===== src/rtl/gmb_pkg.sv =====
// Shared constants and types of the greedy meshlet builder.
package gmb_pkg;

   localparam int MAX_VERTS  = 64;
   localparam int MAX_TRIS   = 128;
   localparam int VERT_W     = 32;
   localparam int LOCAL_W    = 6;
   localparam int SLOT_W     = $clog2(MAX_VERTS);
   localparam int VFILL_W    = $clog2(MAX_VERTS + 1);
   localparam int TFILL_W    = $clog2(MAX_TRIS + 1);
   localparam int VLIM_RAW_W = 7;
   localparam int TLIM_RAW_W = 8;
   localparam int CSR_W      = 8;
   localparam int CSR_IDX_W  = 1;
   localparam int CLAMP_W    = 10;
   localparam int CORNERS    = 3;

   localparam logic [CSR_IDX_W-1:0] REG_VERTEX_LIMIT   = 1'd0;
   localparam logic [CSR_IDX_W-1:0] REG_TRIANGLE_LIMIT = 1'd1;

   localparam logic [VLIM_RAW_W-1:0] VLIM_RESET = 7'd64;
   localparam logic [TLIM_RAW_W-1:0] TLIM_RESET = 8'd124;

   typedef struct packed {
      logic [VFILL_W-1:0] vertex_limit;
      logic [TFILL_W-1:0] triangle_limit;
   } limits_type;

   typedef struct packed {
      logic [CORNERS-1:0]             found;
      logic [CORNERS-1:0][SLOT_W-1:0] slot;
   } match_type;

   typedef struct packed {
      logic [CORNERS-1:0]             en;
      logic [CORNERS-1:0][SLOT_W-1:0] addr;
   } store_write_type;

endpackage


===== src/rtl/gmb_cfg.sv =====
// Limit registers of the meshlet builder, with clamped working values.
module gmb_cfg (
   input  logic                            clock,
   input  logic                            reset,
   input  logic                            csr_wr_en,
   input  logic [gmb_pkg::CSR_IDX_W-1:0]   csr_index,
   input  logic [gmb_pkg::CSR_W-1:0]       csr_wdata,
   output gmb_pkg::limits_type             limits
);

   logic [gmb_pkg::VLIM_RAW_W-1:0] vlim_ff;
   logic [gmb_pkg::TLIM_RAW_W-1:0] tlim_ff;
   logic [gmb_pkg::CLAMP_W-1:0]    vlim_wide;
   logic [gmb_pkg::CLAMP_W-1:0]    tlim_wide;
   logic [gmb_pkg::CLAMP_W-1:0]    vlim_clamped;
   logic [gmb_pkg::CLAMP_W-1:0]    tlim_clamped;

   always_ff @(posedge clock) begin
      if (reset) begin
         vlim_ff <= gmb_pkg::VLIM_RESET;
         tlim_ff <= gmb_pkg::TLIM_RESET;
      end else if (csr_wr_en) begin
         case (csr_index)
            gmb_pkg::REG_VERTEX_LIMIT: begin
               vlim_ff <= csr_wdata[gmb_pkg::VLIM_RAW_W-1:0];
            end
            gmb_pkg::REG_TRIANGLE_LIMIT: begin
               tlim_ff <= csr_wdata[gmb_pkg::TLIM_RAW_W-1:0];
            end
            default: begin
            end
         endcase
      end
   end

   // clamp vertex limit to [3, MAX_VERTS] and triangle limit to [1, MAX_TRIS]
   always_comb begin
      vlim_wide = gmb_pkg::CLAMP_W'(vlim_ff);
      tlim_wide = gmb_pkg::CLAMP_W'(tlim_ff);
      if (vlim_wide < gmb_pkg::CLAMP_W'(3)) begin
         vlim_clamped = gmb_pkg::CLAMP_W'(3);
      end else if (vlim_wide > gmb_pkg::CLAMP_W'(gmb_pkg::MAX_VERTS)) begin
         vlim_clamped = gmb_pkg::CLAMP_W'(gmb_pkg::MAX_VERTS);
      end else begin
         vlim_clamped = vlim_wide;
      end
      if (tlim_wide < gmb_pkg::CLAMP_W'(1)) begin
         tlim_clamped = gmb_pkg::CLAMP_W'(1);
      end else if (tlim_wide > gmb_pkg::CLAMP_W'(gmb_pkg::MAX_TRIS)) begin
         tlim_clamped = gmb_pkg::CLAMP_W'(gmb_pkg::MAX_TRIS);
      end else begin
         tlim_clamped = tlim_wide;
      end
      limits.vertex_limit   = vlim_clamped[gmb_pkg::VFILL_W-1:0];
      limits.triangle_limit = tlim_clamped[gmb_pkg::TFILL_W-1:0];
   end

endmodule


===== config.mk =====
export PLATFORM = sky130hd
export DESIGN_NAME = gmb_cfg
export DESIGN_NICKNAME = d
export VERILOG_FILES = /design/src/rtl/gmb_pkg.sv /design/src/rtl/gmb_cfg.sv
export SDC_FILE = /design/constraint.sdc
export NUM_CORES = 1
export LEC_CHECK = 0
export ABC_CLOCK_PERIOD_IN_PS = 1100
export BUFFER_PORTS_ARGS = -buffer_cell sky130_fd_sc_hd__buf_2
export CORE_UTILIZATION = 25
export DETAILED_ROUTE_END_ITERATION = 10
export PLACE_DENSITY = 0.46
export SYNTH_ARGS = -nofsm -noshare
export SYNTH_HDL_FRONTEND = slang
export SYNTH_SLANG_ARGS = --single-unit

===== constraint.sdc =====
create_clock -name clock -period 1.1 [get_ports clock]
set_input_delay 0 -clock clock [delete_from_list [all_inputs] [get_ports clock]]
set_output_delay 0 -clock clock [all_outputs]
set_load 0.005 [all_outputs]

==> run_results.csv, run 1 <==
group,metric,value,unit
outcome,status,"complete, but fails checks",
outcome,violations,"setup timing",
timing,rsz0062_at_grt,"yes",
timing,clock_skew,0,ns
finish,synthToLayoutAreaGrowth,40.18,%
power,p_per_area,1149,nW/µm²
critical_path,critPathKind,"register to primary output",
synthesis,synth.distinct_cells,17,
clocking,clockRootBuffer,"clkbuf_4",
route,postRouteAntennaNets,0,
placed_design,io_buffers,26,
finish,nNetsFinal,123,
critical_path,critPathLaunchType,"register",
floorplanning,core_area,2545,µm²
finish,diodes,0,
floorplanning,rows,18,
synthesis,synth_warnings,0,
worst_hold_path,hp-class,"input port to register",
global_routing,grt_use_met3,0.01667,
clocking,cts_sinks,15,
floorplanning,die_y,54.47,µm
timing,max_slew_margin,0.8198,
timing,clock.fmax,0.8638,GHz
timing,fin_crit_sh,1.052,
clocking,clkLatencyLatePin,0.27,ns
route,firstDrtPassIters,4,
job,maxCapViolCount,0,
global_routing,busiest_layer,"met2",
synthesis,syn_avg_cell_area,9.055,µm²
synthesis,seq_area_frac_synth,0.4364,
power,power.total,0.001108,W
global_routing,gr-usage-met2,0.1870,
clocking,cts_buffers,3,
critical_path,cp_data_arrival_time,1.16,ns
global_routing,use_met1,0.1597,
route,drt_wl_total,1536,µm
global_routing,grt_usage,0.1222,
placed_design,routabilityCongestion,0.7583,
finish,fin_cells,140,
synthesis,synth_fp_nets,88,
timing,fin_setup_tns,-0.1581,ns
synthesis,syn_inst,76,
global_routing,grt_max_degree,16,
floorplanning,die_w,54.47,µm
global_routing,grt_overflow,0,
route,via_per_inst,4.486,
floorplanning,initial_utilization,0.2704,
critical_path,worstPathRequired,1.10,ns
clocking,cts_max_level,1,
global_routing,antenna_found_initial,0,
route,wl_per_cell,10.97,µm
route,via_count,628,
route,drc,0,
critical_path,crit_path_max_fanout,2,
timing,setup_violations,3,
clocking,clk_path_buf_depth,2,
power,p_leak,0.4689,nW
timing,final-max-slew-violation-count,0,
floorplanning,ios,27,
finish,layout-drive-gt1-share,0.3909,
synthesis,yosys_register_bits,15,
critical_path,cp-end-kind,"primary output",
placed_design,dp_hpwl,1145,µm
finish,fill_cells,291,
power,vdd_drop_max,0.0006600,V
floorplanning,dieArea,2966,µm²
placed_design,place_ws,0.1884,ns
synthesis,syn_area,688.2,µm²
timing,layout_setup_ws,-0.05771,ns
clocking,path_clk_slew,0.09,ns
timing,fin_crit,1.158,ns
route,drt_iter0_markers,8,
global_routing,grt_pass1_vias,560,
clocking,cts_tree,"built",
timing,final-hold-violation-count,0,
placed_design,dp.cells,126,
timing,worst_pin_slew,0.2699,ns
finish,final_util,0.3791,
global_routing,grt_first_pass_wirelength,2511,µm
placed cells by master (no fill, tap or decap), types with 3 or more instances in the layout:
cell and n:
dfxtp_2 6, a211o_1 6, and3_1 5, mux2i_1 6, dfxtp_1 9, nor2b_1 10
buf_4 3, dlygate4sd3_1 7, nand3_1 3, buf_2 26, clkbuf_4 3, a21oi_1 4
nor2_1 12, nand2_1 3
per-layer routing:
layer	up-vias	routed length, µm
met4	0	0
met2	14	760
li1	329	-
met5	-	0
met1	285	717
met3	0	58
per-stage QoR:
step           instance area [µm²]  hold WS, ns
2_1_floorplan                688.2      0.09435
3_3_place_gp                 808.3       0.2558
3_5_place_dp                 808.3       0.2595
4_1_cts                      937.1      0.03985
5_1_grt                      964.7      0.05757
6_report                     964.7      0.05017
cells in the mapped netlist:
cell      number  area share
a211o_1        6       0.076
nand3_1        3       0.022
dfxtp_1       15        0.44
nor4_1         2       0.018
nor2_1        12       0.065
nor2_2         1      0.0091
clkbuf_1       3       0.016
nor2b_1       10       0.091
and3_1         5       0.045
nand2b_4       1       0.020
buf_6          2       0.033
nand2_2        1      0.0091
mux2i_1        6       0.087
inv_1          1      0.0054
clkbuf_8       1       0.020
a21oi_1        4       0.029
nand2_1        3       0.016
state kept, by name, indices dropped and copies added, names as in the netlist:
register  cells
tlim_ff       8
vlim_ff       7
worst max-delay path, cell delays in order, from the launching register on:
cell and delay, ns:
dfxtp_2 0.34, nor4_4 0.29, nor2_1 0.06, nor2_1 0.08
buf_2 0.11
power by group:
part | total, W | internal, W | switching (W)
sequential | 0.000610 | 0.000576 | 0.0000340
combinational | 0.000194 | 0.000112 | 0.0000822
clock | 0.000304 | 0.000140 | 0.000164
total | 0.00111 | 0.000828 | 0.000280
cell type report:
cell class / count / area (µm²) / area share
Clock buffer: 4 / 26.28 / 0.02724
Inverter: 1 / 3.754 / 0.003891
Multi-Input combinational cell: 54 / 366.6 / 0.3800
Sequential cell: 15 / 307.8 / 0.3191
Tap cell: 30 / 37.54 / 0.03891
Timing Repair Buffer: 36 / 222.7 / 0.2309
final timing paths:
path,from,end,slack (ns),depth (start not counted)
max,vlim_ff[2],limits[8],-0.06,4
min,csr_wdata[6],vlim_ff[6],0.05,4
max reg2reg,tlim_ff[4],tlim_ff[4],0.28,2
min reg2reg,tlim_ff[0],tlim_ff[0],0.47,2
cell families (layout without fill, tap and decap cells):
logic type	after synthesis	after routing	synth area share
compound gates	10	10	0.1055
buf+inv	7	41	0.07453
flops	15	15	0.4364
mux	6	6	0.08728
simple gates	38	38	0.2964
what timing repair did:
| item | CTS | global route |
|---|---|---|
| endpoints found under the setup margin | 3 | 3 |
| pin swaps | 3 | 3 |
| hold buffers | 7 | 0 |
| endpoints found under the hold margin | 8 | 0 |
| resized for setup | 6 | 4 |
| setup buffers | 1 | 2 |
No activity file was read; power rests on OpenSTA's default activity.
==> run 2: changes to the inputs <==
--- a/config.mk
+++ b/config.mk
@@ -7,6 +7,7 @@
 export LEC_CHECK = 0
 export ABC_CLOCK_PERIOD_IN_PS = 1100
 export BUFFER_PORTS_ARGS = -buffer_cell sky130_fd_sc_hd__buf_2
+export CORE_MARGIN = 2
 export CORE_UTILIZATION = 25
 export DETAILED_ROUTE_END_ITERATION = 10
 export PLACE_DENSITY = 0.46
==> run_results.csv, run 2 (same netlist as run 1, synthesis figures left out) <==
group,metric,value,unit
placed_design,routabilityCongestion,0.7082,
placed_design,place_ws,0.1540,ns
timing,max_slew_margin,0.8204,
route,via_count,617,
global_routing,grt_usage,0.1061,
critical_path,cp-end-kind,"primary output",
finish,layout-drive-gt1-share,0.3578,
power,p_leak,0.4638,nW
route,wl_per_cell,11.25,µm
timing,setup_violations,3,
floorplanning,core_area,2686,µm²
floorplanning,initial_utilization,0.2562,
timing,final-max-slew-violation-count,0,
placed_design,io_buffers,26,
timing,fin_crit,1.172,ns
floorplanning,dieArea,3188,µm²
timing,clock.fmax,0.8535,GHz
global_routing,antenna_found_initial,0,
clocking,cts_buffers,3,
global_routing,grt_overflow,0,
worst_hold_path,hp-class,"input port to register",
finish,regMostFlops,"tlim_ff",
placed_design,dp.cells,127,
power,p_per_area,1157,nW/µm²
finish,final_util,0.3554,
route,postRouteAntennaNets,0,
route,drt_iter0_markers,3,
route,drt_wl_total,1575,µm
finish,largest_reg_flops,8,
timing,clock_skew,0,ns
finish,diodes,0,
job,maxCapViolCount,0,
clocking,clk_path_buf_depth,2,
clocking,clockRootBuffer,"clkbuf_4",
timing,worst_pin_slew,0.2690,ns
finish,synthToLayoutAreaGrowth,38.73,%
critical_path,critPathLaunchType,"register",
floorplanning,die_w,56.47,µm
floorplanning,rows,19,
outcome,violations,"setup timing",
placed_design,dp_hpwl,1158,µm
timing,fin_crit_sh,1.065,
clocking,cts_sinks,15,
clocking,clkLatencyLatePin,0.27,ns
floorplanning,ios,27,
route,firstDrtPassIters,4,
finish,final_common_cell,"buf_2",
outcome,status,"complete, but fails checks",
critical_path,cp_data_arrival_time,1.17,ns
critical_path,worstPathRequired,1.10,ns
global_routing,grt_max_degree,16,
critical_path,critPathKind,"register to primary output",
finish,nNetsFinal,122,
finish,fin_cells,140,
power,vdd_drop_max,0.0007434,V
floorplanning,die_y,56.47,µm
global_routing,grt_first_pass_wirelength,2684,µm
route,drc,0,
critical_path,crit_path_max_fanout,3,
clocking,path_clk_slew,0.09,ns
timing,final-hold-violation-count,0,
global_routing,grt_pass1_vias,621,
clocking,cts_tree,"built",
timing,layout_setup_ws,-0.07163,ns
route,via_per_inst,4.407,
clocking,cts_max_level,1,
finish,largestRegisters,"tlim_ff x8, vlim_ff x7",
finish,final_cell_mix,"buf_2, nor2_1, dfxtp_1",
timing,rsz0062_at_grt,"yes",
==> run 2: cell count changes in the layout (fill, tap and decap cells not counted), sizes merged <==
cell | before | now
buf | 29 | 28
==> run 2: area by class of cell <==
class | count | area [µm²]
Fill cell | 295 | 1732
Clock buffer | 4 | 26.28
Multi-Input combinational cell | 54 | 366.6
Inverter | 1 | 3.754
Timing Repair Buffer | 35 | 215.2
Sequential cell | 15 | 304.0
Tap cell | 31 | 38.79
==> run 2: power breakdown <==
group	switching (W)	total [W]	internal [W]
registers	0.0000339	0.000609	0.000575
logic	0.0000813	0.000191	0.000110
clock network	0.000165	0.000305	0.000140
total	0.000280	0.00110	0.000825
==> run 2: routing by layer <==
metal / vias to the layer above / wire length, µm / GRT usage
met1: 278 / 717 / 0.1287
met2: 11 / 774 / 0.1711
met3: 2 / 61 / 0.02304
met5: - / 0 / 0
li1: 326 / - / -
met4: 0 / 21 / 0.06122
==> run 2: worst max-delay path, stage by stage (launching register included) <==
cell,delay [ns]
dfxtp_2,0.35
nor4_4,0.28
nor2_1,0.06
nor2_1,0.09
buf_2,0.11
==> run 2: metrics by stage <==
step                cell area, µm²  power (W)  hold WS (ns)  setup TNS [ns]
floorplan                    688.2  0.0007159       0.09435               0
global placement             809.5  0.0007741        0.2536               0
detailed placement           809.5  0.0007764        0.2601               0
CTS                          944.7   0.001118       0.04833         -0.2195
global route                 954.7   0.001180       0.06386         -0.4871
finish                       954.7   0.001105       0.05576         -0.1781
==> run 2: timing repair <==
| item | CTS | global route |
|---|---|---|
| hold buffers | 7 | 0 |
| gates cloned | 0 | 0 |
| setup endpoints to repair | 3 | 3 |
| buffers inserted | 2 | 0 |
| pin swaps | 3 | 3 |
| resized for setup | 5 | 2 |
| hold endpoints to repair | 9 | 0 |
==> run 2: path summary, 6_finish.rpt <==
path	slack, ns	cells after the start	startpoint	endpoint
setup / recovery	-0.07	4	vlim_ff[2]	limits[9]
hold / removal	0.06	4	csr_wdata[6]	vlim_ff[6]
setup reg to reg	0.29	2	tlim_ff[3]	tlim_ff[3]
hold reg to reg	0.47	2	tlim_ff[0]	tlim_ff[0]
